==> src/sv/hbc_pkg.sv <==
// Shared types, constants and helpers for the handshake bus capture block.
`timescale 1ns / 1ps
`default_nettype none

package hbc_pkg;

    // Width of one stored capture: {timestamp, direction, byte}
    localparam int ENTRY_W = 41;

    // Result queue in the back part, ahead of the output
    localparam int Q_DEPTH = 4;
    localparam int Q_IDX_W = $clog2(Q_DEPTH);
    localparam int Q_CNT_W = $clog2(Q_DEPTH + 1);

    // Timestamp divider reset value
    localparam logic [15:0] TICK_DIV_RESET = 16'd16;

    // Reported phase codes
    localparam logic [1:0] CODE_IDLE    = 2'd0;
    localparam logic [1:0] CODE_CONSOLE = 2'd1;
    localparam logic [1:0] CODE_CART    = 2'd2;

    // Bus phase state, one-hot
    typedef enum logic [2:0] {
        PH_IDLE    = 3'b001,
        PH_CONSOLE = 3'b010,
        PH_CART    = 3'b100
    } t_phase;

    // Per-step status handed from the front to the back
    typedef struct packed {
        logic        pop;
        logic [31:0] drop_total;
        logic [9:0]  fill_level;
        logic [1:0]  phase;
    } t_meta;

    // One finished result as held in the result queue
    typedef struct packed {
        logic        read_valid;
        logic [7:0]  read_data;
        logic        read_dir;
        logic [31:0] read_time;
        logic [31:0] drop_total;
        logic [9:0]  fill_level;
        logic [1:0]  phase;
    } t_result;

    // Map the one-hot phase to its external code
    function automatic logic [1:0] phase_code(input t_phase ph);
        logic [1:0] code;
        unique case (ph)
            PH_IDLE:    code = CODE_IDLE;
            PH_CONSOLE: code = CODE_CONSOLE;
            PH_CART:    code = CODE_CART;
            default:    code = CODE_IDLE;
        endcase
        return code;
    endfunction

endpackage

`default_nettype wire

==> src/sv/hbc_if.sv <==
// Channel interfaces: sample input, result output and divider write.
`timescale 1ns / 1ps
`default_nettype none


interface hbc_out_if;
    logic        valid;
    logic        ready;
    logic        read_valid;
    logic [7:0]  read_data;
    logic        read_dir;
    logic [31:0] read_time;
    logic [31:0] drop_total;
    logic [9:0]  fill_level;
    logic [1:0]  phase;

    modport source (output valid, output read_valid, output read_data, output read_dir,
                    output read_time, output drop_total, output fill_level,
                    output phase, input ready);
    modport sink   (input valid, input read_valid, input read_data, input read_dir,
                    input read_time, input drop_total, input fill_level,
                    input phase, output ready);
endinterface


`default_nettype wire

==> src/sv/hbc_back.sv <==
// Back part: joins RAM read data with step status and queues finished results.
`timescale 1ns / 1ps
`default_nettype none

module hbc_back (
    input  wire logic                        i_clk,
    input  wire logic                        i_rst_n,
    input  wire logic                        i_issue,
    input  hbc_pkg::t_meta                   i_meta,
    input  wire logic [hbc_pkg::ENTRY_W-1:0] i_rd_data,
    output logic                             o_room,
    hbc_out_if.source                        o_out
);

    hbc_pkg::t_result                r_q [hbc_pkg::Q_DEPTH];
    logic [hbc_pkg::Q_IDX_W-1:0]     r_head, r_tail;
    logic [hbc_pkg::Q_CNT_W-1:0]     r_count;
    hbc_pkg::t_result                res;
    logic                            deq;

    // assemble result; popped fields read zero when nothing was popped
    always_comb begin
        res.read_valid = i_meta.pop;
        res.read_data  = i_meta.pop ? i_rd_data[7:0]  : 8'd0;
        res.read_dir   = i_meta.pop ? i_rd_data[8]    : 1'b0;
        res.read_time  = i_meta.pop ? i_rd_data[40:9] : 32'd0;
        res.drop_total = i_meta.drop_total;
        res.fill_level = i_meta.fill_level;
        res.phase      = i_meta.phase;
    end

    assign deq    = o_out.valid & o_out.ready;
    // room counts the transfer already in flight
    assign o_room = (r_count + hbc_pkg::Q_CNT_W'(i_issue)) <
                    hbc_pkg::Q_CNT_W'(hbc_pkg::Q_DEPTH);

    // queue storage
    always_ff @(posedge i_clk) begin
        if (i_issue) begin
            r_q[r_tail] <= res;
        end
    end

    // queue pointers
    always_ff @(posedge i_clk) begin
        if (!i_rst_n) begin
            r_head  <= '0;
            r_tail  <= '0;
            r_count <= '0;
        end else begin
            if (i_issue) begin
                r_tail <= r_tail + 1'b1;
            end
            if (deq) begin
                r_head <= r_head + 1'b1;
            end
            r_count <= r_count + hbc_pkg::Q_CNT_W'(i_issue) - hbc_pkg::Q_CNT_W'(deq);
        end
    end

    assign o_out.valid      = (r_count != '0);
    assign o_out.read_valid = r_q[r_head].read_valid;
    assign o_out.read_data  = r_q[r_head].read_data;
    assign o_out.read_dir   = r_q[r_head].read_dir;
    assign o_out.read_time  = r_q[r_head].read_time;
    assign o_out.drop_total = r_q[r_head].drop_total;
    assign o_out.fill_level = r_q[r_head].fill_level;
    assign o_out.phase      = r_q[r_head].phase;

endmodule

`default_nettype wire

==> src/flat_wrapper.sv <==
// flat-port wrapper written by rule: the top's interface ports become plain ports
module hbc_back_flat 
  (i_clk, i_rst_n, i_issue, i_meta, i_rd_data, o_room, o_out_valid, o_out_read_valid, o_out_read_data, o_out_read_dir, o_out_read_time, o_out_drop_total, o_out_fill_level, o_out_phase, o_out_ready);
  hbc_out_if o_out_i ();
  input  wire logic i_clk;
  input  wire logic i_rst_n;
  input  wire logic i_issue;
  input  hbc_pkg::t_meta i_meta;
  input  wire logic [hbc_pkg::ENTRY_W-1:0] i_rd_data;
  output logic o_room;
  output wire logic [$bits(o_out_i.valid)-1:0] o_out_valid;
  output wire logic [$bits(o_out_i.read_valid)-1:0] o_out_read_valid;
  output wire logic [$bits(o_out_i.read_data)-1:0] o_out_read_data;
  output wire logic [$bits(o_out_i.read_dir)-1:0] o_out_read_dir;
  output wire logic [$bits(o_out_i.read_time)-1:0] o_out_read_time;
  output wire logic [$bits(o_out_i.drop_total)-1:0] o_out_drop_total;
  output wire logic [$bits(o_out_i.fill_level)-1:0] o_out_fill_level;
  output wire logic [$bits(o_out_i.phase)-1:0] o_out_phase;
  input wire logic [$bits(o_out_i.ready)-1:0] o_out_ready;
  assign o_out_valid = o_out_i.valid;
  assign o_out_read_valid = o_out_i.read_valid;
  assign o_out_read_data = o_out_i.read_data;
  assign o_out_read_dir = o_out_i.read_dir;
  assign o_out_read_time = o_out_i.read_time;
  assign o_out_drop_total = o_out_i.drop_total;
  assign o_out_fill_level = o_out_i.fill_level;
  assign o_out_phase = o_out_i.phase;
  assign o_out_i.ready = o_out_ready;
  hbc_back u_core (.i_clk(i_clk), .i_rst_n(i_rst_n), .i_issue(i_issue), .i_meta(i_meta), .i_rd_data(i_rd_data), .o_room(o_room), .o_out(o_out_i));
endmodule
==> config.mk <==
export PLATFORM = sky130hd
export DESIGN_NAME = hbc_back_flat
export DESIGN_NICKNAME = d
export VERILOG_FILES = /design/src/sv/hbc_pkg.sv /design/src/sv/hbc_if.sv /design/src/sv/hbc_back.sv /design/src/flat_wrapper.sv
export SDC_FILE = /design/constraint.sdc
export NUM_CORES = 1
export LEC_CHECK = 0
export BUFFER_PORTS_ARGS = -buffer_cell sky130_fd_sc_hd__buf_2
export CELL_PAD_IN_SITES_DETAIL_PLACEMENT = 1
export CELL_PAD_IN_SITES_GLOBAL_PLACEMENT = 1
export CORE_AREA = 2 2 152 183
export DETAILED_ROUTE_END_ITERATION = 8
export DIE_AREA = 0 0 154 185
export PLACE_DENSITY_LB_ADDON = 0.3
export SLEW_MARGIN = 10
export SYNTH_ARGS = -nofsm -noshare
export SYNTH_HDL_FRONTEND = slang
export SYNTH_SLANG_ARGS = --single-unit
export TNS_END_PERCENT = 10
==> constraint.sdc <==
create_clock -name i_clk -period 4.3 [get_ports i_clk]
set_input_delay 0.43 -clock i_clk [delete_from_list [all_inputs] [get_ports i_clk]]
set_output_delay 0.43 -clock i_clk [all_outputs]
set_load 0.01 [all_outputs]
* After elaboration in Yosys (flattened, before gate mapping)
Memories as Yosys holds them, arrays and structs flattened. A register that Yosys moved wholly into a read port is not among the register bits. Cells that the tools add are included.
Storage, ports and cells: bits in registers 7, bits of input ports 90, memories kept 1, output and inout port bits 88, logic and storage cells 18, memory bits (writable) 344
Memory list:
- u_core.r_q | depth 4, width 86, rd ports 1, clocked after Yosys merged registers in 1, wr ports 1, line hbc_back.sv:15 | hbc_pkg::t_result r_q [hbc_pkg::Q_DEPTH];
Operators by class: $add $sub $neg 4, order comparisons 1, muxes and demuxes 7, bitwise gates (word level) 1, reduce and logical (&&, ||, !) cells 1
Operators with widths (number):
- 32-bit 2-to-1 mux | 1
- 8-bit 2-to-1 mux | 1
- 2-bit by 1-bit adder with 2-bit output, second input constant | 2
- 2-bit 2-to-1 mux | 2
- 3-bit by 1-bit adder with 3-bit output | 1
- 3-bit less-than comparator, second input constant | 1
- 1-bit 2-to-1 mux | 3
- 3-bit nonzero test | 1
- 3-bit by 1-bit subtractor with 3-bit output | 1
- 1-bit AND | 1

* Depth between registers and ports, before layout
word-level depth 4, gate-level depth with buffers 6, depth with buffers taken out 6

* Worst setup path before layout
Ideal clock, no wire load.
kind register to register, from register u_core.r_tail[0] (netlist bit), to memory u_core.r_q[0][0] (netlist bit) (enable), setup time 0.454 ns, required time 3.846 ns, period minus slack after synthesis 2.992 ns, cell stages (with the launch flop) 4, arrival time 2.539 ns, buffers on the path 0, slack 1.308 ns, cells stage by stage dfxtp_1 inv_1 ha_1 and2_1
RTL lines:
- start, declared | line hbc_back.sv:16 | logic [hbc_pkg::Q_IDX_W-1:0] r_head, r_tail;
- start signal, assigned | line hbc_back.sv:52 | r_tail <= r_tail + 1'b1;
- end, declared | line hbc_back.sv:15
No word-level cell before the write port.

==> results by group <==
Status
  – Status: finished clean

Setup path
  – Crit path max fanout: 66
  – CP max stage delay: 1.03 ns
  – Startpoint Class: flip-flop
  – Critical path class: flip-flop to output pin
  – Critical path cell sequence: buf_4 -> mux4_2 -> buf_2
  – WP data arrival: 2.57 ns
  – Worst Path Buf+Inv: 2
  – CP top delay family: flip-flops
  – Setup crit end kind: output pin
  – Worst endpoint required time: 3.87 ns
  – Slowest cell on the critical path: dfxtp_4

Placement
  – IO buf count: 177
  – GP Congestion: 0.709
  – HPWL after detailed placement: 16000 µm

STA
  – Final setup viols: 0
  – Post-route setup TNS: 0 ns
  – Fin Hold WS: 0.134 ns
  – Fin. Hold Viols: 0
  – Final Max Slew Viols: 0
  – Worst Max-Slew Pin Slew: 1.04 ns
  – Max Freq: 0.333 GHz
  – Max_slew headroom: 31.0%
  – RSZ-0062 raised after global routing: no
  – Post-Route Skew: 0.0105 ns
  – Fin crit share: 69.8%
  – Tmin final: 3.00 ns

Clock network
  – Post-CTS Repair Setup Buffers: 0
  – CTS tree: built
  – TritonCTS Sinks: 353
  – Clk Latency, worst-skew pair: 0.51 ns
  – Num CTS Buffers: 35
  – Clock transition at path regs: 0.06 ns
  – Clk Tree Root Cell: clkbuf_16
  – H-tree level count: 2
  – Hold Buf Count CTS: 0
  – CTS max path bufs: 3
  – PostCTS Resize Cnt: 0

Power
  – VDD IR-drop max: 0.369 mV
  – P_leak: 5.29 nW
  – PD cells: 551 nW/µm²

Floorplanning
  – Die area: 28500 µm²
  – Row count: 66
  – Num ports: 178
  – DIE WIDTH: 154 µm
  – Starting density of the core: 49.1%
  – Total core area: 26800 µm²
  – Die H: 185 µm

Layout
  – Sequential Area: 10500 µm²
  – Fillers: 2266
  – Synthesis-to-layout area growth: 17.6%
  – Commonest cells after routing, fill and taps aside: edfxtp_1, buf_2, mux4_2, and2_1, clkbuf_16
  – Area of the multi-input gates: 2480 µm²
  – Ratio of cells with drive above 1 in the final layout: 42.7%
  – Most common cell after layout, fill and taps aside: edfxtp_1
  – NumNets Final: 838
  – Layout Utilization: 57.8%

Drt
  – Via density: 5.41
  – Via count: 6000
  – DRT Pass-1 Iters: 4
  – DRC Markers: 0
  – Initial drt markers: 417
  – Total Wirelength: 26000 µm
  – DR WL/cell: 23.4 µm
  – Detail Route Antenna Nets: 0

Global routing
  – Largest net degree at the start of global routing: 67
  – Initial antenna violation count: 3
  – Total GRT Usage: 18.9%
  – Global-route wire length before repair: 40100 µm
  – Total grt overflow: 0
  – Vias in the first global route: 6941

Yosys
  – Cells after synthesis: 539
  – Synth Cell Area: 13200 µm²
  – Net count after synthesis: 637
  – Yosys top cell by area: edfxtp_1
  – Sequential area share after synthesis: 79.7%
  – Synth warn: 0
  – Syn avg cell area: 24.5 µm²
  – Synth area leaders: edfxtp_1, mux4_2, and2_1
  – Top cell type's share of synthesized area: 78.3%
  – Netlist cell types: 20
  – Flops & latches, synth: 353

Flow run
  – Max cap viols: 0

Hold path
  – Hold crit path type: primary input to flip-flop
power breakdown:
part / leakage, nW / switching (mW) / internal (mW)
clock network: 0.533 / 1.20 / 1.67
registers: 3.27 / 0.132 / 3.97
logic: 1.49 / 0.767 / 0.807
total: 5.29 / 2.10 / 6.45
cell type report:
type / instances / area share, %
Timing Repair Buffer: 188 / 6.33
Clock buffer: 50 / 6.41
Tap cell: 340 / 2.74
Sequential cell: 353 / 67.8
Multi-Input combinational cell: 158 / 16.0
Inverter: 4 / 0.0968
Antenna cell: 3 / 0.0484
Clock inverter: 13 / 0.541
Yosys cell counts:
library cell,count
buf_6,1
xnor2_1,1
nand2_1,2
buf_2,10
nor2b_1,4
dfxtp_1,9
ha_1,8
buf_12,5
o311ai_0,1
mux4_2,86
nand2b_1,2
inv_1,4
xnor3_1,1
xor2_1,1
and2_1,46
edfxtp_1,344
or3_1,1
clkbuf_1,8
o31a_1,1
mux2i_1,4
final timing paths:
kind	start	end	slack, ns	depth (start not counted)
worst max register to register	u_core.r_tail[0]$_SDFFE_PN0P_	u_core.r_q[1][73]$_DFFE_PP_	2.22	3
worst max-delay path	flip-flop	o_out_read_data[3]	1.30	3
worst min register to register	u_core.r_head[1]$_SDFFE_PN0N_	flip-flop	0.47	2
worst min-delay path	i_meta[34]	u_core.r_q[3][34]$_DFFE_PP_	0.13	1
layer usage:
layer	wire, µm	part of all wire, %	track usage (%)	vias to the layer above
met5	0	0	0	-
met4	574	2.2	6.28	0
met3	1410	5.4	4.94	40
met2	13900	54	33.3	160
met1	10100	39	22.7	3132
li1	-	-	-	2668
sequential cells by signal (all words and copies together) (netlist names), named ones only:
signal          count
u_core.r_q        344
u_core.r_count      3
u_core.r_head       2
u_core.r_tail       2
worst register-to-register path, delay by kind of cell, from the launching register on:
kind,cells,cell delay (ns)
flops,1,0.40
fa+ha+maj,1,0.18
buf+inv,1,0.46
simple gates,1,0.71
through the flow:
| step | setup slack, ns | power, mW | instance area (µm²) | cells |
|---|---|---|---|---|
| 6_report | 1.30 | 8.55 | 15500 | 1109 |
| 5_1_grt | 1.17 | 8.90 | 15500 | 1107 |
| 4_1_cts | 1.25 | 8.67 | 15500 | 1106 |
| 3_5_place_dp | 1.80 | 5.79 | 14400 | 1043 |
| 3_3_place_gp | 1.84 | 5.74 | 14400 | 1043 |
| 2_1_floorplan | 1.31 | 5.27 | 13200 | 539 |
cell families (layout without fill, tap and decap cells):
family,Yosys count,count (layout),synth area share (%)
compound gates,2,2,0.133
fa+ha+maj,8,8,0.759
simple gates,55,55,2.57
other cells,0,3,0
buf+inv,28,255,1.57
mux,90,90,15.0
xor+xnor,3,3,0.304
flops,353,353,79.7
Note: power is estimated with default switching activity, not from simulation.
