## src/sv/hbc_ram.sv

```systemverilog
// Generic single-write, single-read RAM with registered read data.
`timescale 1ns / 1ps
`default_nettype none

module hbc_ram #(
    parameter int WIDTH = 8,
    parameter int DEPTH = 16,
    localparam int AW = $clog2(DEPTH)
) (
    input  wire logic             i_clk,
    input  wire logic             i_wr_en,
    input  wire logic [AW-1:0]    i_wr_addr,
    input  wire logic [WIDTH-1:0] i_wr_data,
    input  wire logic             i_rd_en,
    input  wire logic [AW-1:0]    i_rd_addr,
    output logic      [WIDTH-1:0] o_rd_data
);

    logic [WIDTH-1:0] r_mem [DEPTH];

    // write port
    always_ff @(posedge i_clk) begin
        if (i_wr_en) begin
            r_mem[i_wr_addr] <= i_wr_data;
        end
    end

    // registered read port
    always_ff @(posedge i_clk) begin
        if (i_rd_en) begin
            o_rd_data <= r_mem[i_rd_addr];
        end
    end

endmodule

`default_nettype wire

```

## config.mk

```make
export PLATFORM = sky130hd
export DESIGN_NAME = hbc_ram
export DESIGN_NICKNAME = d
export VERILOG_FILES = /design/src/sv/hbc_ram.sv
export SDC_FILE = /design/constraint.sdc
export NUM_CORES = 1
export LEC_CHECK = 0
export ABC_AREA = 0
export BUFFER_PORTS_ARGS = -buffer_cell sky130_fd_sc_hd__buf_2
export CAP_MARGIN = 20
export CORE_UTILIZATION = 39
export CTS_BUF_LIST = sky130_fd_sc_hd__clkbuf_4
export CTS_CLUSTER_DIAMETER = 150
export CTS_CLUSTER_SIZE = 8
export DETAILED_ROUTE_END_ITERATION = 8
export GPL_TIMING_DRIVEN = 0
export HOLD_SLACK_MARGIN = 0.03
export PLACE_DENSITY = 0.64
export SETUP_SLACK_MARGIN = 0.1
export SYNTH_ARGS = -nofsm -noshare
export SYNTH_HDL_FRONTEND = slang
export SYNTH_SLANG_ARGS = --single-unit
```

## constraint.sdc

```tcl
create_clock -name i_clk -period 2 [get_ports i_clk]
set_clock_uncertainty 0.05 [all_clocks]
set_input_delay 0.2 -clock i_clk [delete_from_list [all_inputs] [get_ports i_clk]]
set_output_delay 0.2 -clock i_clk [all_outputs]
set_load 0.01 [all_outputs]
```

* Yosys cells after proc, flatten, opt, wreduce, memory -nomap -nowiden *
Memories as Yosys holds them, arrays and structs flattened. A register that Yosys moved wholly into a read port is not among the register bits.
Cells that the tools add are included.

operators by class
  mux-type cells = 2

operators by type and width
  cell     count
  $mux W1  2

word-level totals
  bits in registers = 0
  memory bits (writable) = 128
  bits of input ports = 19
  output and inout port bits = 8
  memories = 1

memory list
  name   words  width  read ports  clocked after memory_dff  write ports  line  source
  r_mem  16     8      1           1                         1            19    logic [WIDTH-1:0] r_mem [DEPTH];

* Longest topological paths before layout *
Gate-level depths: netlist of run 1.

  depth in word-level cells = 2
  mapped depth = 5

* Worst setup path before layout of run 1 *
OpenSTA, ideal clock, no wires.

  path type = input to register
  start = in i_wr_addr[2]
  end = mem r_mem[0][0] (enable)
  library setup time = 383 ps
  data arrival time = 1310 ps
  required time = 1567 ps
  setup slack = 257 ps
  stages on the path = 2
  path buffers = 0
  cell sequence = or3b_2 nor3_1

RTL lines
  item             line  source
  start, declared  12    input wire logic [AW-1:0] i_wr_addr,
  end, declared    19

No word-level cell before the write port.

* Final worst setup path of run 1 *
  start = in i_wr_addr[2]
  end = mem r_mem[0][4] (enable)

No word-level cell before the write port.

==> results_dict.tcl, run 1 <==
set metrics [dict create \
    num_rows 41 \
    drt-total-wl_um 9909 \
    clk-insertion-delay-late_ns 0.52 \
    synth-seq-area-share_pct 78.12 \
    yosysWarnings 0 \
    crit_path_end_kind "register" \
    layout_common_cells "136 x edfxtp_1, 28 x buf_2, 19 x clkbuf_4" \
    fillers 1085 \
    p_leak_nw 1.961 \
    combPwrFrac_pct 6.2 \
    cts_tree "built" \
    rsz0062_at_grt "no" \
    drcViolationCount 0 \
    die_area_sq_um 13870 \
    p_clk_share_pct 31.7 \
    worstPathArrival_ns 1.79 \
    overflow 0 \
    setup_tns_ns 0 \
    hpwl_um 6370 \
    required_ns 2.18 \
    hold_viol_final 0 \
    cts_max_level 4 \
    ir_worst_vdd_v 0.0004031 \
    crit_slowest_cell "nor3_1" \
    finalPower_mw 5.178 \
    portBuffers 25 \
    worst-path-buf-inv 2 \
    p_seq_share_pct 62.2 \
    syn_inst 229 \
    avgRoutedWirePerCell_um 21.04 \
    powerDensity_nw_per_um2 871.2 \
    coreArea_sq_um 12820 \
    worstHoldPathCells 2 \
    synth_cell_types 18 \
    syn-cell-area_sq_um 5228 \
    period_share_pct 80.50 \
    grt_pass1_wl_um 15080 \
    final_core_util_pct 46.34 \
    area_delta_synth_final_pct 13.69 \
    grt_start_max_net_pins 17 \
    slowest_delay_ns 0.68 \
    status "completed" \
    final_common_cell "edfxtp_1" \
    vias 2443 \
    first_pass_iters 4 \
    crit_chain "buf_2, or3b_2, nor3_1, buf_4" \
    critPathMaxFanout 5 \
    ios 27 \
    period_minus_slack_ns 1.610 \
    r2r_cells 3 \
    fin_nets 305 \
    slew_violations 0 \
    holdWs_ns 0.1118 \
    final-setup-viol-count 0 \
    grt_pass1_vias 2497 \
    slew_headroom_pct 42.39 \
    intPower_mw 4.081 \
    die_h_um 117.8 \
    fmax_ghz 0.6211 \
    crit_family "simple AND/OR/NAND/NOR gates" \
    start_util_pct 40.76 \
    startpoint_type "primary input" \
    path_clk_slew_ns 0.10 \
    swShare_pct 21.18 \
    cts.sinks 136 \
    synth-seq-cells 136 \
    power.switching_mw 1.097 \
    synth_nets 248 \
    worst_pin_slew_ns 0.8575 \
    max_cap_viol_count 0 \
    routed_via_density 5.187 \
    drtIter0Drc 133 \
    grt_util_all_layers_pct 15.53 \
    drive_gt1_share_pct 28.86 \
    antenna_found_initial 1 \
    synth_area_per_cell_sq_um 22.83 \
    place.gp.congestion 0.7196 \
    hp-class "in2reg" \
    ant_nets 0 \
    cts_resized 0 \
    fp.dieW_um 117.8 \
    cts_buffers 17 \
    crit_type "in2reg" \
    cts_root_buf "clkbuf_4" \
    path_depth 4 \
    cts_buffer_depth 2 \
]
-- sequential cells by signal, indices dropped and copies added (netlist names) --
signal,flops
r_mem,128
o_rd_data,8
-- metrics by stage --
step,setup WS [ns],instances,cell area [sq um]
2_1_floorplan,0.2571,229,5228
3_3_place_gp,-0.3089,426,5568
3_5_place_dp,-0.1361,430,5598
4_1_cts,0.3854,470,5941
5_1_grt,0.3419,471,5943
6_report,0.3899,471,5943
-- metal layers --
metal  part of all wire, %  track usage [%]
met3                   6.1            4.942
met1                    43            20.67
met4                   1.0            5.769
met2                    50            23.90
met5                     0                0
-- cell families (layout without fill, tap and decap cells) --
logic type	Yosys count	after routing	share of synthesized area (%)
AO/OA/AOI/OAI	16	16	2.298
AND/OR/NAND/NOR	35	35	3.136
flip-flops	136	136	78.12
other	0	1	0
buffers and inverters	10	79	1.651
multiplexers	32	32	14.79
-- power groups by stage --
stage / Clock, mW / Combinational, mW / Sequential, mW
2_1_floorplan: 0 / 0.162 / 3.29
3_3_place_gp: 0 / 0.304 / 3.28
3_5_place_dp: 0 / 0.312 / 3.28
4_1_cts: 1.68 / 0.325 / 3.22
5_1_grt: 1.81 / 0.346 / 3.22
6_report: 1.64 / 0.319 / 3.22
-- worst register-to-register path: stages (launching register included) --
cell      delay, ns
edfxtp_1       0.37
mux4_1         0.55
a22oi_1        0.26
nand2_1        0.12
-- layout make-up --
type	instances	area (sq um)	area share [%]
Sequential cell	136	4084	68.72
Multi-Input combinational cell	83	1057	17.79
Timing Repair Buffer	38	245.2	4.126
Tap cell	172	215.2	3.621
Clock buffer	19	142.6	2.400
Clock inverter	12	110.1	1.853
Buffer	10	86.33	1.453
Antenna cell	1	2.502	0.04211
-- synth_stat cells, drive strengths merged --
master	count	area share, %
a22oi	16	2.3
nand3	1	0.096
or3b	1	0.17
and2	1	0.12
nand2	9	0.65
mux4	32	15
nor2b	1	0.12
nand3b	2	0.29
nand2b	2	0.24
clkdlybuf4s25	3	0.57
edfxtp	136	78
buf	7	1.1
and2b	1	0.14
nor2	13	0.93
nor3	4	0.38
-- path summary, 6_finish.rpt --
kind / from / to / slack (ns)
min: i_wr_addr[0] / r_mem[12][6] / 0.11
max reg2reg: r_mem[6][0] / o_rd_data[0] / 0.42
max: i_wr_addr[2] / r_mem[0][4] / 0.39
min reg2reg: r_mem[0][3] / o_rd_data[3] / 0.72
-- what timing repair did --
item | 4_1_cts | 5_1_grt
endpoints found under the hold margin | 136 | 0
buffers inserted | 0 | 0
hold buffers | 9 | 0
Note: power is estimated with default switching activity, not from simulation.
==> run 2: changes to the inputs <==
- ABC_AREA: 0 -> 1
- PLACE_DENSITY: 0.64 -> 0.66
- clock period: 2 -> 1.3 ns (I/O delays scaled with it)
==> run 2 against run 1 <==
Effect of this change: register-to-register slack got worse by 0.31 ns; clock power rose by 65%; sequential cell count did not move; combinational power rose by 130%; critical endpoint is now o_rd_data[1].
==> results_dict.tcl, run 2 <==
set metrics [dict create \
    crit_chain "buf_2" \
    cts_max_level 4 \
    vias 3954 \
    routed_via_density 4.949 \
    final_common_cell "nand2_1" \
    grt_util_all_layers_pct 18.51 \
    cts_root_buf "clkbuf_4" \
    crit_type "reg2out" \
    first_pass_iters 5 \
    synth-seq-area-share_pct 69.85 \
    synth_most_common_cell "nand2_1" \
    ant_nets 0 \
    period_minus_slack_ns 1.277 \
    clk-insertion-delay-late_ns 0.55 \
    dp_slack_ns -0.4886 \
    crit_path_end_kind "output pin" \
    fin_ws_ns 0.02346 \
    synth_area_per_cell_sq_um 10.61 \
    avgRoutedWirePerCell_um 17.28 \
    fmax_ghz 0.7834 \
    cts_tree "built" \
    cts_setup_buffers 0 \
    dp.cells 758 \
    fp.dieW_um 124.4 \
    synth_nets 570 \
    synth_top_area_share_pct 69.85 \
    worst-path-buf-inv 1 \
    drt-total-wl_um 13810 \
    required_ns 1.12 \
    status "completed" \
    portBuffers 23 \
    hpwl_um 9107 \
    synth-seq-cells 136 \
    grt_pass1_wl_um 21260 \
    layout_common_cells "166 x nand2_1, 136 x edfxtp_1, 98 x inv_1" \
    start_util_pct 40.08 \
    p_clk_share_pct 32.2 \
    slowest_delay_ns 0.40 \
    synth_flop_cell "edfxtp_1" \
    hold_viol_final 0 \
    powerDensity_nw_per_um2 1238 \
    overflow 0 \
    period_share_pct 98.20 \
    slew_violations 0 \
    critPathMaxFanout 1 \
    p_leak_nw 2.884 \
    ir_worst_vdd_v 0.0005022 \
    hp-class "in2reg" \
    cts_buffers 17 \
    yosysTopAreaCell "edfxtp_1" \
    place.gp.congestion 0.8988 \
    yosys-top-cells-count "173 x nand2_1, 136 x edfxtp_1, 100 x inv_1" \
    drtIter0Drc 327 \
    final-setup-viol-count 0 \
    fin_nets 621 \
    antenna_found_initial 0 \
    coreArea_sq_um 14590 \
    swShare_pct 23.47 \
    syn_inst 551 \
    startpoint_type "register" \
    num_rows 44 \
    die_h_um 124.4 \
    reg_top3 "r_mem: 128 flops, o_rd_data: 8 flops" \
    cts.sinks 136 \
    num_antenna_cells 0 \
    largest_register_ffs 128 \
    worst_pin_slew_ns 0.9053 \
    cts_buffer_depth 2 \
    yosysWarnings 0 \
    top_register "r_mem" \
    synth_cell_types 11 \
    synthArstFlopShare_pct 0 \
    synthTopCellsByArea "edfxtp_1 70%, nand2_1 11%, nand3_1 8.3%, inv_1 6.4%, buf_6 1.2%" \
    drive_gt1_share_pct 20.65 \
    ios 27 \
    p_seq_share_pct 59.2 \
    syn-cell-area_sq_um 5847 \
    slew_headroom_pct 39.42 \
    worstPathArrival_ns 1.10 \
    power.switching_mw 1.965 \
    grt_start_max_net_pins 17 \
    path_clk_slew_ns 0.10 \
    intPower_mw 6.407 \
    combPwrFrac_pct 8.6 \
    stdcell_count 799 \
    finalPower_mw 8.372 \
    rsz0062_at_grt "yes" \
    crit_slowest_cell "edfxtp_1" \
    area_delta_synth_final_pct 15.64 \
    max_cap_viol_count 0 \
    grt_pass1_vias 3807 \
    crit_family "flip-flops" \
    drcViolationCount 0 \
    die_area_sq_um 15490 \
    synth_edf_count 136 \
]
## run 2: cell types whose count changed after synthesis, moves of 4 or more
cell,change
mux4_2,-18
nand3_1,+96
mux4_1,-14
nand2_1,+164
a22oi_1,-16
nor2_1,+4
buf_2,+10
inv_1,+100
nor3_1,-4
## run 2: area by class of cell
class                      count  area, sq um
buffer                        24        166.4
clock buffer                  23        172.7
clock inverter                 9        101.3
fill                        1300         7828
inverter                     102        382.9
multi-input combinational    289         1419
sequential                   136         4084
tap                          184        230.2
timing repair buffer          32        205.2
## run 2: final timing paths
| check | slack, ns | cells after the start | from | end |
|---|---|---|---|---|
| worst max-delay path | 0.02 | 1 | o_rd_data[1] | o_rd_data[1] |
| worst min-delay path | 0.06 | 4 | i_rd_addr[2] | o_rd_data[5] |
| worst max register to register | 0.11 | 6 | r_mem[6][3] | o_rd_data[3] |
| worst min register to register | 0.76 | 6 | r_mem[12][4] | o_rd_data[4] |
## run 2: power by group through the flow
stage	combinational, mW	sequential [mW]	clock, mW
after floorplan	0.346	5.06	0
after global routing	0.783	4.97	2.90
final	0.719	4.96	2.70
after CTS	0.653	4.96	2.73
after detailed placement	0.629	5.06	0
after global placement	0.617	5.05	0
## run 2: routing by layer
layer	global-route usage, %	part of all wire (%)	wire length [um]
met5	0	0	0
met4	9.142	2.7	379
met3	3.866	7.0	964
met2	27.30	45	6201
met1	25.92	45	6264
## run 2: cells by family (layout without fill, tap and decap cells)
group                  Yosys count  after routing  synth area share, %
AND/OR/NAND/NOR                289            289                20.76
buffers and inverters          126            190                9.394
flip-flops                     136            136                69.85
## run 2: what timing repair did
item	CTS	global route
hold endpoints to repair	136	0
hold buffers	9	0
gates resized for setup	1	47
setup endpoints to repair	9	31
pin swaps	0	13
## run 2: through the flow
step / TNS [ns] / cell area (sq um) / utilization (%) / hold WS, ns
3_5_place_dp: -34.81 / 6192 / 42.44 / 0.4435
6_report: 0 / 6761 / 46.35 / 0.06226
3_3_place_gp: -30.39 / 6192 / 42.44 / 0.4244
4_1_cts: -0.04775 / 6559 / 44.96 / 0.03912
5_1_grt: -0.06899 / 6761 / 46.35 / 0.05573
2_1_floorplan: 0 / 5847 / - / 0.1789
==> run 3: changes to the inputs <==
==> constraint.sdc (replaced) <==
create_clock -name i_clk -period 1.3 [get_ports i_clk]
set_clock_uncertainty 0.05 [all_clocks]
set_input_delay 0.065 -clock i_clk [delete_from_list [all_inputs] [get_ports i_clk]]
set_output_delay 0.065 -clock i_clk [all_outputs]
set_load 0.01 [all_outputs]
==> run 3 against run 2 <==
Effect of this change: worst setup slack improved by 0.071 ns; register-to-register slack improved by 0.02 ns; clock-buffer cell count did not move; critical path depth did not move; largest power group unchanged; highest routed layer unchanged.
==> results_dict.tcl, run 3 (synthesis results as in run 2) <==
set metrics [dict create \
    multi_input_area_sq_um 1379 \
    grt_pass1_vias 3829 \
    grt_util_all_layers_pct 18.57 \
    r2r_cells 6 \
    slew_headroom_pct 32.52 \
    finalPower_mw 8.354 \
    drive_gt1_share_pct 19.09 \
    top_register "r_mem" \
    num_antenna_cells 0 \
    setup_tns_ns 0 \
    rsz0062_at_grt "yes" \
    fin_area_sq_um 6753 \
    grt_pass1_wl_um 21330 \
    cts_buffer_depth 2 \
    avgRoutedWirePerCell_um 17.20 \
    portBuffers 23 \
    clk-insertion-delay-late_ns 0.54 \
    vias 3983 \
    area_delta_synth_final_pct 15.49 \
    grt_start_max_net_pins 17 \
    slowest_delay_ns 0.40 \
    fin_nets 624 \
    worst_pin_slew_ns 1.008 \
    overflow 0 \
    critPathMaxFanout 1 \
    status "completed" \
    drt-total-wl_um 13790 \
    cts_max_level 4 \
    layout_common_cells "168 x nand2_1, 136 x edfxtp_1, 98 x inv_1" \
    crit_chain "buf_2" \
    die_h_um 124.4 \
    ant_nets 0 \
    worstPathArrival_ns 1.09 \
    fmax_ghz 0.8295 \
    period_share_pct 92.74 \
    first_pass_iters 7 \
    regArea_sq_um 4084 \
    fillers 1304 \
    final_common_cell "nand2_1" \
    crit_path_end_kind "output pin" \
    final-setup-viol-count 0 \
    p_leak_nw 2.887 \
    worstHoldPathCells 3 \
    place_area_sq_um 6192 \
    coreArea_sq_um 14590 \
    required_ns 1.19 \
    cts.sinks 136 \
    drcViolationCount 0 \
    powerDensity_nw_per_um2 1237 \
    hold_start "i_wr_addr[1]" \
    cts_setup_buffers 0 \
    hp-class "in2reg" \
    rrSetupSlack_ns 0.13 \
    reg_top3 "r_mem: 128 flops, o_rd_data: 8 flops" \
    stdcell_count 802 \
    ir_worst_vdd_v 0.0004917 \
    regToRegEndpoint "o_rd_data[3]" \
    startpoint_type "register" \
    die_area_sq_um 15490 \
    r2r-start "r_mem[3][3]" \
    drtIter0Drc 325 \
    holdWs_ns 0.09088 \
    ios 27 \
    largest_register_ffs 128 \
    crit_slowest_cell "edfxtp_1" \
    place.gp.congestion 0.8988 \
    hpwl_um 9107 \
    routed_via_density 4.966 \
    cts_tree "built" \
    path_clk_slew_ns 0.11 \
    hold_viol_final 0 \
    cts_buffers 17 \
    fp.dieW_um 124.4 \
    max_cap_viol_count 0 \
    cts_root_buf "clkbuf_4" \
    crit_type "reg2out" \
    start_util_pct 40.08 \
    slew_violations 0 \
    antenna_found_initial 0 \
    period_minus_slack_ns 1.206 \
    num_rows 44 \
    hold_path_end "r_mem[7][3]" \
    worst-path-buf-inv 1 \
    crit_family "flip-flops" \
    dp.cells 758 \
]
-- run 3: what timing repair did --
item | CTS | global route
setup endpoints to repair | 9 | 24
resized for setup | 1 | 38
hold buffers | 12 | 0
pin swaps | 0 | 8
hold endpoints to repair | 142 | 0
-- run 3: worst max path at each step --
stage	cells past startpoint	to	start	slack (ns)
2_1_floorplan	2	r_mem[10][0]	i_wr_addr[2]	0.23
5_1_grt	1	o_rd_data[1]	o_rd_data[1]	0.008
4_1_cts	1	o_rd_data[1]	o_rd_data[1]	0.02
6_report	1	o_rd_data[1]	o_rd_data[1]	0.09
3_5_place_dp	3	r_mem[7][0]	i_wr_addr[3]	-0.42
3_3_place_gp	3	r_mem[7][3]	i_wr_addr[3]	-0.42
-- run 3: metal layers --
metal	vias to the layer above	routed length (um)	part of all wire (%)	GRT usage (%)
li1	1895	-	-	-
met1	1894	6295	46	26.04
met2	168	6200	45	27.40
met3	26	934	6.8	3.866
met4	0	363	2.6	9.142
met5	-	0	0	0
-- run 3: area by class of cell --
class,count,area share (%)
sequential,136,60.48
multi-input combinational,289,20.42
inverter,102,5.670
timing repair buffer,35,3.483
tap,184,3.409
clock buffer,23,2.557
buffer,24,2.483
clock inverter,9,1.501
-- run 3: through the flow --
stage	util (%)	setup WS [ns]
finish	46.29	0.09439
global route	46.29	0.008400
CTS	45.16	0.01725
detailed placement	42.44	-0.4236
global placement	42.44	-0.4245
floorplan	-	0.2342
-- run 3: report_power, final --
group          internal (mW)  total (mW)  switching (mW)
clock                   1.25        2.68            1.43
sequential              4.93        4.96          0.0241
combinational          0.226       0.716           0.490
