`src/sv/hbc_pkg.sv`:
```
// Shared types, constants and helpers for the handshake bus capture block.
`timescale 1ns / 1ps
`default_nettype none

package hbc_pkg;

    // Width of one stored capture: {timestamp, direction, byte}
    localparam int ENTRY_W = 41;

    // Result queue in the back part, ahead of the output
    localparam int Q_DEPTH = 4;
    localparam int Q_IDX_W = $clog2(Q_DEPTH);
    localparam int Q_CNT_W = $clog2(Q_DEPTH + 1);

    // Timestamp divider reset value
    localparam logic [15:0] TICK_DIV_RESET = 16'd16;

    // Reported phase codes
    localparam logic [1:0] CODE_IDLE    = 2'd0;
    localparam logic [1:0] CODE_CONSOLE = 2'd1;
    localparam logic [1:0] CODE_CART    = 2'd2;

    // Bus phase state, one-hot
    typedef enum logic [2:0] {
        PH_IDLE    = 3'b001,
        PH_CONSOLE = 3'b010,
        PH_CART    = 3'b100
    } t_phase;

    // Per-step status handed from the front to the back
    typedef struct packed {
        logic        pop;
        logic [31:0] drop_total;
        logic [9:0]  fill_level;
        logic [1:0]  phase;
    } t_meta;

    // One finished result as held in the result queue
    typedef struct packed {
        logic        read_valid;
        logic [7:0]  read_data;
        logic        read_dir;
        logic [31:0] read_time;
        logic [31:0] drop_total;
        logic [9:0]  fill_level;
        logic [1:0]  phase;
    } t_result;

    // Map the one-hot phase to its external code
    function automatic logic [1:0] phase_code(input t_phase ph);
        logic [1:0] code;
        unique case (ph)
            PH_IDLE:    code = CODE_IDLE;
            PH_CONSOLE: code = CODE_CONSOLE;
            PH_CART:    code = CODE_CART;
            default:    code = CODE_IDLE;
        endcase
        return code;
    endfunction

endpackage

`default_nettype wire

```
`src/sv/hbc_if.sv`:
```
// Channel interfaces: sample input, result output and divider write.
`timescale 1ns / 1ps
`default_nettype none

interface hbc_in_if;
    logic       valid;
    logic       ready;
    logic       action;
    logic       line_c0;
    logic       line_c1;
    logic [7:0] data_bus;

    modport source (output valid, output action, output line_c0, output line_c1,
                    output data_bus, input ready);
    modport sink   (input valid, input action, input line_c0, input line_c1,
                    input data_bus, output ready);
endinterface


interface hbc_cfg_if;
    logic        valid;
    logic        ready;
    logic [15:0] tick_divider;

    modport source (output valid, output tick_divider, input ready);
    modport sink   (input valid, input tick_divider, output ready);
endinterface

`default_nettype wire

```
`src/sv/hbc_front.sv`:
```
// Front part: edge detection, phase tracking, ring pointers, prescaler, RAM access.
`timescale 1ns / 1ps
`default_nettype none

module hbc_front #(
    parameter int DEPTH = 1024,
    localparam int AW = $clog2(DEPTH)
) (
    input  wire logic                        i_clk,
    input  wire logic                        i_rst_n,
    hbc_in_if.sink                           i_in,
    hbc_cfg_if.sink                          i_cfg,
    input  wire logic                        i_room,
    output logic                             o_issue,
    output hbc_pkg::t_meta                   o_meta,
    output logic                             o_wr_en,
    output logic [AW-1:0]                    o_wr_addr,
    output logic [hbc_pkg::ENTRY_W-1:0]      o_wr_data,
    output logic                             o_rd_en,
    output logic [AW-1:0]                    o_rd_addr
);

    localparam int EXT_W = AW + 1;

    hbc_pkg::t_phase r_phase, n_phase;
    logic            r_prev_c0, r_prev_c1;
    logic [AW-1:0]   r_wp, n_wp, r_rp, n_rp;
    logic [31:0]     r_drop, n_drop;
    logic [31:0]     r_time;
    logic [15:0]     r_pre;
    logic [15:0]     r_div;
    logic            r_issue;
    hbc_pkg::t_meta  r_meta;

    logic            xfer, pop, cap, cap_dir, full, push, tick;
    logic [EXT_W-1:0] diff;

    function automatic logic [AW-1:0] next_ptr(input logic [AW-1:0] p);
        return (p == AW'(DEPTH - 1)) ? '0 : p + 1'b1;
    endfunction

    assign i_in.ready  = i_room;
    assign i_cfg.ready = 1'b1;
    assign xfer        = i_in.valid & i_room;

    // step decode: pop first, then line 0 edge, then line 1 edge
    always_comb begin
        n_phase = r_phase;
        cap     = 1'b0;
        cap_dir = 1'b0;
        pop     = i_in.action && (r_rp != r_wp);
        n_rp    = pop ? next_ptr(r_rp) : r_rp;

        if (i_in.line_c0 != r_prev_c0) begin
            if (i_in.line_c0) begin
                if (r_phase == hbc_pkg::PH_IDLE) begin
                    cap     = 1'b1;
                    n_phase = hbc_pkg::PH_CONSOLE;
                end
            end else if (!r_prev_c1) begin
                n_phase = hbc_pkg::PH_IDLE;
            end
        end

        if (i_in.line_c1 != r_prev_c1) begin
            if (i_in.line_c1) begin
                if (n_phase == hbc_pkg::PH_IDLE) begin
                    cap     = 1'b1;
                    cap_dir = 1'b1;
                    n_phase = hbc_pkg::PH_CART;
                end
            end else if (!i_in.line_c0) begin
                n_phase = hbc_pkg::PH_IDLE;
            end
        end

        // one slot always kept empty
        full   = (next_ptr(r_wp) == n_rp);
        push   = cap & ~full;
        n_wp   = push ? next_ptr(r_wp) : r_wp;
        n_drop = r_drop + 32'(cap & full);

        // divider of zero behaves as one
        tick = ({1'b0, r_pre} + 17'd1) >= {1'b0, r_div};

        // fill level after this step
        if (n_wp >= n_rp) begin
            diff = {1'b0, n_wp} - {1'b0, n_rp};
        end else begin
            diff = {1'b0, n_wp} + EXT_W'(DEPTH) - {1'b0, n_rp};
        end
    end

    // divider register
    always_ff @(posedge i_clk) begin
        if (!i_rst_n) begin
            r_div <= hbc_pkg::TICK_DIV_RESET;
        end else if (i_cfg.valid) begin
            r_div <= i_cfg.tick_divider;
        end
    end

    // step state
    always_ff @(posedge i_clk) begin
        if (!i_rst_n) begin
            r_phase   <= hbc_pkg::PH_IDLE;
            r_prev_c0 <= 1'b0;
            r_prev_c1 <= 1'b0;
            r_wp      <= '0;
            r_rp      <= '0;
            r_drop    <= '0;
            r_time    <= '0;
            r_pre     <= '0;
            r_issue   <= 1'b0;
        end else begin
            r_issue <= xfer;
            if (xfer) begin
                r_phase   <= n_phase;
                r_prev_c0 <= i_in.line_c0;
                r_prev_c1 <= i_in.line_c1;
                r_wp      <= n_wp;
                r_rp      <= n_rp;
                r_drop    <= n_drop;
                if (tick) begin
                    r_pre  <= '0;
                    r_time <= r_time + 32'd1;
                end else begin
                    r_pre  <= r_pre + 16'd1;
                end
            end
        end
    end

    // status travels alongside the RAM read
    always_ff @(posedge i_clk) begin
        if (xfer) begin
            r_meta.pop        <= pop;
            r_meta.drop_total <= n_drop;
            r_meta.fill_level <= 10'(diff);
            r_meta.phase      <= hbc_pkg::phase_code(n_phase);
        end
    end

    assign o_issue   = r_issue;
    assign o_meta    = r_meta;
    assign o_wr_en   = xfer & push;
    assign o_wr_addr = r_wp;
    assign o_wr_data = {r_time, cap_dir, i_in.data_bus};
    assign o_rd_en   = xfer & pop;
    assign o_rd_addr = r_rp;

endmodule

`default_nettype wire

```
`src/flat_wrapper.sv`:
```
// flat-port wrapper written by rule: the top's interface ports become plain ports
module hbc_front_flat 
#(
    parameter int DEPTH = 1024,
    localparam int AW = $clog2(DEPTH)
)
  (i_clk, i_rst_n, i_room, o_issue, o_meta, o_wr_en, o_wr_addr, o_wr_data, o_rd_en, o_rd_addr, i_in_valid, i_in_action, i_in_line_c0, i_in_line_c1, i_in_data_bus, i_in_ready, i_cfg_valid, i_cfg_tick_divider, i_cfg_ready);
  hbc_in_if i_in_i ();
  hbc_cfg_if i_cfg_i ();
  input  wire logic i_clk;
  input  wire logic i_rst_n;
  input  wire logic i_room;
  output logic o_issue;
  output hbc_pkg::t_meta o_meta;
  output logic o_wr_en;
  output logic [AW-1:0] o_wr_addr;
  output logic [hbc_pkg::ENTRY_W-1:0] o_wr_data;
  output logic o_rd_en;
  output logic [AW-1:0] o_rd_addr;
  input wire logic [$bits(i_in_i.valid)-1:0] i_in_valid;
  input wire logic [$bits(i_in_i.action)-1:0] i_in_action;
  input wire logic [$bits(i_in_i.line_c0)-1:0] i_in_line_c0;
  input wire logic [$bits(i_in_i.line_c1)-1:0] i_in_line_c1;
  input wire logic [$bits(i_in_i.data_bus)-1:0] i_in_data_bus;
  output wire logic [$bits(i_in_i.ready)-1:0] i_in_ready;
  input wire logic [$bits(i_cfg_i.valid)-1:0] i_cfg_valid;
  input wire logic [$bits(i_cfg_i.tick_divider)-1:0] i_cfg_tick_divider;
  output wire logic [$bits(i_cfg_i.ready)-1:0] i_cfg_ready;
  assign i_in_i.valid = i_in_valid;
  assign i_in_i.action = i_in_action;
  assign i_in_i.line_c0 = i_in_line_c0;
  assign i_in_i.line_c1 = i_in_line_c1;
  assign i_in_i.data_bus = i_in_data_bus;
  assign i_in_ready = i_in_i.ready;
  assign i_cfg_i.valid = i_cfg_valid;
  assign i_cfg_i.tick_divider = i_cfg_tick_divider;
  assign i_cfg_ready = i_cfg_i.ready;
  hbc_front #(.DEPTH(DEPTH)) u_core (.i_clk(i_clk), .i_rst_n(i_rst_n), .i_in(i_in_i), .i_cfg(i_cfg_i), .i_room(i_room), .o_issue(o_issue), .o_meta(o_meta), .o_wr_en(o_wr_en), .o_wr_addr(o_wr_addr), .o_wr_data(o_wr_data), .o_rd_en(o_rd_en), .o_rd_addr(o_rd_addr));
endmodule
```
`config.mk`:
```
export PLATFORM = sky130hd
export DESIGN_NAME = hbc_front_flat
export DESIGN_NICKNAME = d
export VERILOG_FILES = /design/src/sv/hbc_pkg.sv /design/src/sv/hbc_if.sv /design/src/sv/hbc_front.sv /design/src/flat_wrapper.sv
export SDC_FILE = /design/constraint.sdc
export NUM_CORES = 1
export LEC_CHECK = 0
export BUFFER_PORTS_ARGS = -buffer_cell sky130_fd_sc_hd__buf_2
export CELL_PAD_IN_SITES_DETAIL_PLACEMENT = 1
export CELL_PAD_IN_SITES_GLOBAL_PLACEMENT = 1
export CORE_MARGIN = 1.5
export CORE_UTILIZATION = 39
export DETAILED_ROUTE_END_ITERATION = 10
export PLACE_DENSITY_LB_ADDON = 0.1
export SLEW_MARGIN = 20
export SYNTH_ARGS = -nofsm -noshare
export SYNTH_HDL_FRONTEND = slang
export SYNTH_SLANG_ARGS = --single-unit
```
`constraint.sdc`:
```
create_clock -name i_clk -period 4.8 [get_ports i_clk]
set_input_delay 0.24 -clock i_clk [delete_from_list [all_inputs] [get_ports i_clk]]
set_output_delay 0.24 -clock i_clk [all_outputs]
set_load 0.01 [all_outputs]
```
* Word level (Yosys, flattened, before mapping)
Cells that the tools add are included.
Storage, ports and cells: memories kept 0, bits in registers 167, bits in latches 0, bits in writable memories 0, ROM bits 0, input bits 32
Cells by class: shift-type cells 0, add/sub/neg operators 9, multiply operators 0, eq/ne operators 10, $lt $le $gt $ge 2, reductions and logical operators 2, bitwise operators 6, divide/modulo/power cells 0, mux-type cells 24
Operators by type and width (count):
- $mux 10 | 5
- $add 32x1->32 const B | 1
- $add 32x32->32 | 1
- $add 10x1->10 const B | 3
- $mux 3 | 8
- $eq 10x10->1 const B | 2
- $sub 10x10->10 | 2
- $add 16x1->17 const B | 1
- $ge 17x16->1 | 1
- $add 16x1->16 const B | 1
- $mux 16 | 1
- $eq 10x10->1 | 1
- $ge 10x10->1 | 1
- $ne 10x10->1 | 1
- $mux 1 | 9
- $eq 3x1->1 const B | 2
- $and 1x1->1 | 5
- $pmux 2 s2 | 1
- $eq 3x2->1 const B | 1
- $eq 3x3->1 const B | 1
- $ne 1x1->1 | 2
- $reduce_and 2->1 | 1
- $logic_and 1x1->1 | 1
- $not 1->1 | 1

* Depth between registers and ports, before layout
Gate-level depths: netlist (run 1).
depth in word-level cells 13, mapped depth 21, depth with buffers taken out 19

* Least setup slack after synthesis (run 1)
No wires, ideal clock.
path type reg-to-reg, start register u_core.r_wp[0], in the netlist u_core.o_wr_addr[0], end register u_core.r_meta, in the netlist u_core.o_meta[11], data pin, path buffers 2, arrival 4372 ps, clock period less this slack 4631 ps, cell stages (with the launch flop) 22, path slack 169 ps, library setup time 260 ps, path through dfxtp_1 -> ha_1 -> and3_1 -> clkbuf_1 -> and4_1 -> nor2_2 -> xor2_1 -> o31ai_1 -> o211ai_1 -> o31a_1 -> buf_6 -> mux2_1 -> ha_1 -> nor2b_1 -> o21ai_0 -> a21oi_1 -> o21a_1 -> o21ai_0 -> nand2b_1 -> a31oi_1 -> xor2_1 -> xnor2_1
On the way: longest elaborated chain between the ends 10, elaborated cells between the ends (all ways) 15, those cells by class add/sub (4); order compare (1); eq/ne (3); mux (4); bitwise (2); reduce/logical (1)
RTL lines:
- from (decl) | line hbc_front.sv:27 | logic [AW-1:0] r_wp, n_wp, r_rp, n_rp;
- from (signal assigned) | line hbc_front.sv:121 | r_wp <= n_wp;
- parallel branches: the longest is 6 deep, another holds $add 10x1->10
- $mux 10 * | line hbc_front.sv:80 | n_wp = push ? next_ptr(r_wp) : r_wp;
- net u_core.n_wp[1] | line hbc_front.sv:27
- $add 10x1->10 | line hbc_front.sv:90 | diff = {1'b0, n_wp} + EXT_W'(DEPTH) - {1'b0, n_rp};
- $sub 10x10->10 | line hbc_front.sv:90
- $mux 10 * | line hbc_front.sv:87 | if (n_wp >= n_rp) begin
- net u_core.diff[9] | line hbc_front.sv:36 | logic [EXT_W-1:0] diff;
- to (decl) | line hbc_front.sv:33 | hbc_pkg::t_meta r_meta;
Mark *: on every way through the listed nets, which the timed path passes. A chain may end at the register's enable or synchronous reset.

* Final worst setup path (run 1)
start register u_core.r_rp[2], in the netlist u_core.o_rd_addr[2], end register u_core.r_meta, in the netlist u_core.o_meta[11], data pin
On the way: longest elaborated chain between the ends 10, elaborated cells between the ends (all ways) 15, those cells by class add/sub (4); order compare (1); eq/ne (3); mux (4); bitwise (2); reduce/logical (1)
RTL lines:
- from (decl) | line hbc_front.sv:27
- from (signal assigned) | line hbc_front.sv:122 | r_rp <= n_rp;
- $add 10x1->10, or another cell as far along | line hbc_front.sv:39 | return (p == AW'(DEPTH - 1)) ? '0 : p + 1'b1;
- $mux 10 or $logic_and 1x1->1 (tied branches) | line hbc_front.sv:39, hbc_front.sv:51
- $mux 10 * | line hbc_front.sv:52 | n_rp = pop ? next_ptr(r_rp) : r_rp;
- $eq 10x10->1 * | line hbc_front.sv:78 | full = (next_ptr(r_wp) == n_rp);
- $not 1->1 * | line hbc_front.sv:79 | push = cap & ~full;
- $and 1x1->1 * | line hbc_front.sv:79
- $mux 10 * | line hbc_front.sv:80
- net u_core.n_wp[3] | line hbc_front.sv:27
- $add 10x1->10 | line hbc_front.sv:90
- $sub 10x10->10 | line hbc_front.sv:90
- $mux 10 * | line hbc_front.sv:87
- net u_core.diff[9] | line hbc_front.sv:36
Mark *: on every way through the listed nets, which the timed path passes. The rest lies on a longest branch.

==> results of run 1 <==
cells in the final DEF (no fill, tap or decap), types with 45 or more instances in the layout:
cell type / n
nor2_1: 89
nand2_1: 123
dfxtp_1: 113
buf_2: 125
buf_4: 64
xor2_1: 47
mux2i_1: 58
nand3_1: 45
a21oi_1: 66
edfxtp_1: 45
xnor2_1: 49
sequential cells by signal (all words and copies together), names as in the netlist:
signal	cells
u_core.r_prev_c1	1
u_core.o_issue	1
u_core.r_time	32
u_core.o_wr_addr	10
u_core.o_meta	45
u_core.r_div	16
u_core.r_prev_c0	1
u_core.r_drop	32
u_core.o_rd_addr	10
u_core.r_phase	3
u_core.r_pre	16
layout make-up:
type	count	area, um2	area share
clock inverters	15	188	0.0165
well taps	319	399	0.0350
flip-flops and latches	167	3810	0.334
multi-input cells	802	5330	0.467
clock buffers	17	425	0.0373
repair buffers	189	1110	0.0971
inverters	36	139	0.0122
worst min-delay path, cell delays in order:
cell and delay (ns):
buf_2 0.08, nand2_1 0.05, o211ai_1 0.06
cell families after synthesis:
group | after synthesis | share of synthesized area
other | 1 | 0.000395
buffers and inverters | 111 | 0.0530
flip-flops | 167 | 0.400
XOR/XNOR | 107 | 0.102
adder cells (fa/ha/maj) | 32 | 0.0430
AO/OA/AOI/OAI | 168 | 0.111
AND/OR/NAND/NOR | 430 | 0.223
multiplexers | 64 | 0.0685
worst max-delay path by stage:
stage,to,from,cells after the start,slack (ns)
3_3_place_gp,u_core.r_drop[31]$_SDFFE_PN0P_,u_core.o_rd_addr[0]$_SDFFE_PN0P_,18,-0.1
6_report,u_core.o_meta[11]$_DFFE_PP_,u_core.o_rd_addr[2]$_SDFFE_PN0P_,18,0.12
3_5_place_dp,u_core.o_meta[11]$_DFFE_PP_,u_core.o_rd_addr[0]$_SDFFE_PN0P_,19,-0.08
2_1_floorplan,u_core.o_meta[11]$_DFFE_PP_,u_core.o_wr_addr[0]$_SDFFE_PN0P_,21,0.17
5_1_grt,u_core.o_meta[10]$_DFFE_PP_,u_core.o_wr_addr[2]$_SDFFE_PN0P_,18,-0.05
4_1_cts,u_core.o_meta[11]$_DFFE_PP_,u_core.o_wr_addr[0]$_SDFFE_PN0P_,19,0.007
where the power goes:
part	total [mW]	internal (mW)	switching [mW]	leakage [nW]
clock	1.47	0.834	0.634	0.298
combinational	0.327	0.130	0.196	2.89
sequential	1.50	1.49	0.0185	1.38
total	3.30	2.45	0.849	4.58
through the flow:
stage | hold slack [ns] | util | worst slack [ns] | power [mW] | instances
3_3_place_gp | 0.450 | 0.448 | -0.0955 | 1.85 | 1507
4_1_cts | 0.00935 | 0.474 | 0.00665 | 3.32 | 1539
5_1_grt | 0.0387 | 0.481 | -0.0516 | 3.42 | 1545
2_1_floorplan | 0.370 | - | 0.169 | 1.75 | 1080
6_report | 0.0315 | 0.481 | 0.123 | 3.30 | 1545
3_5_place_dp | 0.457 | 0.448 | -0.0790 | 1.85 | 1507
metal layers:
| layer | wire (um) | share of wire |
|---|---|---|
| met1 | 12300 | 0.47 |
| met5 | 0 | 0 |
| met4 | 348 | 0.013 |
| met3 | 912 | 0.035 |
| met2 | 12400 | 0.48 |
repair_timing:
action                                  CTS  global route
pin swaps                                 0             8
endpoints found under the hold margin     0             0
gates resized for setup                   5            33
cloned                                    0             0
endpoints found under the setup margin    5            20
buffers inserted                          0             6
==> impl_metrics.toml, run 1 <==
[run_status]
status = "completed"

[route]
via_per_inst = 5.26
wirelength_mm = 25.9
routedWlPerCell_um = 16.8
vias = 8128
drt_iter0_drc = 371
drtAntennaViolNets = 0
drtPass1Iterations = 4
drc_errors = 0

[synth]
synth_common_cells = "nand2_1 (124), dfxtp_1 (122), nor2_1 (90)"
ys_seq_elements = 167
yosysWarnings = 0
yosysTopAreaCellShare = 0.257
yosysMostFrequentCell = "nand2_1"
synth_area_leader_cell = "dfxtp_1"
yosysSeqAreaShare = 0.400
synthTopCellsByArea = "dfxtp_1 (26%), edfxtp_1 (14%), mux2i_1 (6.2%)"
synthCells = 1080
synth-edff-count = 45
synth_async_sr_flop_share = 0
netlist_area_um2 = 9490
synth_ff_type = "dfxtp_1"
synth_cell_type_count = 67
synthesis.nets = 1144
avgSynthCellArea_um2 = 8.79

[clock_network]
cts_sinks = 167
cts_hold_buf = 0
cts_root_buffer = "clkbuf_16"
insertion_delay_ns = 0.44
cts-buffers-inserted = 17
htree_levels = 4
cts_tree = "done"
clk_pin_slew_ns = 0.08
cts_buffer_depth = 2

[layout]
final_layout_size_suffix_gt1_frac = 0.219
stdcell_area_um2 = 11400
layout.nets = 1277
n_antenna_cell = 0
areaGrowthSynthToFinish_pct = 20.0
fillers = 2809

[worst_setup_path]
crit_fanout = 6
r2r_end = "u_core.o_meta[11]$_DFFE_PP_"
crit_arrival_ns = 4.84
r2r_cells = 18
cp-end-kind = "register"
r2r_start = "u_core.o_rd_addr[2]$_SDFFE_PN0P_"
slowest_stage = "o311a_1"
crit_chain = "xnor2_2, nand4_1, o311a_1, xnor3_1, nor4_1, o211ai_1, o31a_1, buf_4, mux2_1, ha_1, o21ai_0, a21oi_1, o21a_1, o21ai_1, nand2b_1, a31oi_1, xor2_1, xnor2_1"
crit_type = "reg -> reg"
crit_required_ns = 4.96
slowest_delay_ns = 0.44
cp.buffers_inverters = 1
worst_setup_path_start_kind = "register"
path_delay_family = "compound AO/OA/AOI/OAI gates"
reg2reg_setup_slack_ns = 0.12

[sta]
rsz0062_at_grt = "yes"
clock_skew_ns = 0.0206
final-setup-viol-count = 0
worst_slew_pin_slew_ns = 1.02
slew_headroom = 0.321
slew_viol_final = 0
final_hold_viol_count = 0
max_clock_freq_ghz = 0.214
period_share = 0.974
tns_ns = 0
period_minus_slack_ns = 4.68

[die]
coreArea_um2 = 23700
die-height_um = 159
rows = 56
fp.dieArea_um2 = 25300
start_util = 0.401
boundaryPins = 143
die_w_um = 159

[worst_hold_path]
hp-start = "i_cfg_tick_divider[4]"
hold_depth = 3
hold_class = "in -> reg"
holdPathEnd = "u_core.r_div[4]$_SDFFE_PN1P_"

[global_routing]
gr-usage-all-layers = 0.204
antenna_found_initial = 0
grt_pass1_vias = 8204
overflow = 0
grt_max_degree = 74
grt_pass1_wl_mm = 42.2
grt_use_met1 = 0.265
met2_usage = 0.348
use_met3 = 0.0346
grt-busiest-layer = "met2"

[placed_design]
portBuffers = 125
postPlaceCellArea_um2 = 10600
gp_congestion = 0.844
hpwl_mm = 18.4

[power]
vdd_drop_max_v = 0.000223
power.density_nw_per_um2 = 290
p_leak_nw = 4.58

[run]
max_cap_violations = 0
Power figures use the tool's default switching activity.
==> inputs of run 2 (changes only) <==
--- a/config.mk
+++ b/config.mk
@@ -11,8 +11,7 @@
 export CORE_MARGIN = 1.5
 export CORE_UTILIZATION = 39
 export DETAILED_ROUTE_END_ITERATION = 10
-export PLACE_DENSITY_LB_ADDON = 0.1
-export SLEW_MARGIN = 20
+export PLACE_DENSITY = 0.83
 export SYNTH_ARGS = -nofsm -noshare
 export SYNTH_HDL_FRONTEND = slang
 export SYNTH_SLANG_ARGS = --single-unit
==> run 2 against run 1 <==
Largest power group unchanged. Fmax grew 0.17%. Count of clock-buffer cells in the layout unchanged. Sequential power barely moved. Wire length rose by 4.4%. Critical path depth is 2 higher. Clock skew about the same. Non-clock buffer count is 1 lower. Sequential share of layout area decreased by 0.27 points. Final area is 1.2% higher. Final cell count hardly changed. Power grew 0.73%.
==> impl_metrics.toml, run 2 (synthesis gave the netlist of run 1 again) <==
[route]
drt_iter0_drc = 389
via_per_inst = 5.46
drtAntennaViolNets = 0
drtPass1Iterations = 5
wirelength_mm = 27.1
drc_errors = 0
vias = 8425
routedWlPerCell_um = 17.5

[power]
p_leak_nw = 4.58
vdd_drop_max_v = 0.000180
p_total_mw = 3.32
power.density_nw_per_um2 = 288

[layout]
fillers = 2840
final_common_cell = "buf_2"
final_cell_mix = "buf_2 (125), nand2_1 (123), dfxtp_1 (112), nor2_1 (88), a21oi_1 (65)"
seq_area_um2 = 3820
largest_reg_flops = 45
layout.nets = 1276
areaGrowthSynthToFinish_pct = 21.4
final_layout_size_suffix_gt1_frac = 0.228
stdcell_area_um2 = 11500
multi_input_area_um2 = 5440
n_antenna_cell = 0

[clock_network]
cts_root_buffer = "clkbuf_16"
cts_hold_buf = 0
cts_tree = "done"
cts_buffer_depth = 2
cts-buffers-inserted = 17
cts_sinks = 167
htree_levels = 4
clk_pin_slew_ns = 0.07
insertion_delay_ns = 0.44

[placed_design]
gp_congestion = 0.862
portBuffers = 125
hpwl_mm = 18.7
postPlaceCellArea_um2 = 10600

[sta]
final-setup-viol-count = 0
period_share = 0.973
tns_ns = 0
hold_slack_ns = 0.0246
clock_skew_ns = 0.0202
period_minus_slack_ns = 4.67
slew_viol_final = 0
worst_slew_pin_slew_ns = 0.825
max_clock_freq_ghz = 0.214
final_hold_viol_count = 0
slew_headroom = 0.449

[run]
max_cap_violations = 0

[worst_setup_path]
crit_start = "u_core.o_wr_addr[9]$_SDFFE_PN0P_"
crit_arrival_ns = 4.85
worst_setup_path_start_kind = "register"
crit_required_ns = 4.98
r2r_start = "u_core.o_wr_addr[9]$_SDFFE_PN0P_"
cp-end-kind = "register"
crit_fanout = 4
reg2reg_setup_slack_ns = 0.13
crit_type = "reg -> reg"

[global_routing]
grt_pass1_wl_mm = 43.7
gr-usage-all-layers = 0.212
grt_max_degree = 75
overflow = 0
antenna_found_initial = 0
grt_pass1_vias = 8407

[worst_hold_path]
hold_class = "in -> reg"
hp-start = "i_cfg_tick_divider[4]"

[die]
fp.dieArea_um2 = 25300
coreArea_um2 = 23700
start_util = 0.401
boundaryPins = 143
rows = 56
die_w_um = 159
die-height_um = 159

[run_status]
status = "completed"
run 2: cell types whose count changed in the layout (fill, tap and decap cells not counted), sizes merged:
cell	change
bufinv	-2
clkinv	+2
clkinvlp	-2
inv	+2
buf	-1
run 2: final timing paths:
check                           depth (start not counted)                              to
worst max-delay path                                   20     u_core.o_meta[10]$_DFFE_PP_
worst min-delay path                                    3    u_core.r_div[4]$_SDFFE_PN1P_
worst max register to register                         20     u_core.o_meta[10]$_DFFE_PP_
worst min register to register                          2  u_core.r_time[31]$_SDFFE_PN0P_
run 2: final cells by class:
| type | count | area share |
|---|---|---|
| inverter | 36 | 0.0120 |
| sequential | 167 | 0.332 |
| clock buffer | 17 | 0.0369 |
| timing repair buffer | 188 | 0.0960 |
| multi-input combinational | 802 | 0.472 |
| tap | 319 | 0.0346 |
| clock inverter | 15 | 0.0170 |
run 2: power by group:
group          switching [mW]  total [mW]  internal [mW]
logic                   0.211       0.350          0.139
clock network           0.706        1.47          0.762
registers              0.0218        1.50           1.48
total                   0.938        3.32           2.38
run 2: critical path: stages (launching register included):
cell and delay (ns):
dfxtp_1 0.35, xnor2_2 0.23, nand4_1 0.26, o31ai_4 0.35
inv_4 0.09, mux2_4 0.34, xnor2_2 0.17, o2111ai_2 0.17
o31a_1 0.37, buf_4 0.15, mux2i_1 0.18, ha_1 0.19
inv_1 0.06, fa_1 0.46, a21o_1 0.19, a21oi_2 0.19
o21bai_1 0.10, a21oi_2 0.20, o21bai_1 0.11, a21oi_2 0.16
xnor2_1 0.07
run 2: repair_timing:
item                                    in CTS  in global routing
gates resized for setup                     24                 38
pin swaps                                   10                 15
buffers inserted                             4                  6
endpoints found under the setup margin      11                 20
run 2: through the flow:
step,utilization,setup slack (ns),instances
6_report,0.487,0.131,1544
2_1_floorplan,-,0.169,1080
4_1_cts,0.477,0.0459,1538
3_5_place_dp,0.446,-0.216,1502
3_3_place_gp,0.446,-0.0196,1502
5_1_grt,0.487,-0.0870,1544
run 2: routing by layer:
metal  track usage  part of all wire  wire length (um)  vias up
li1              -                 -                 -     4039
met1         0.270              0.45             12200     4197
met2         0.363              0.50             13500      160
met3        0.0357             0.036               966       29
met4        0.0690             0.014               381        0
met5             0                 0                 0        -
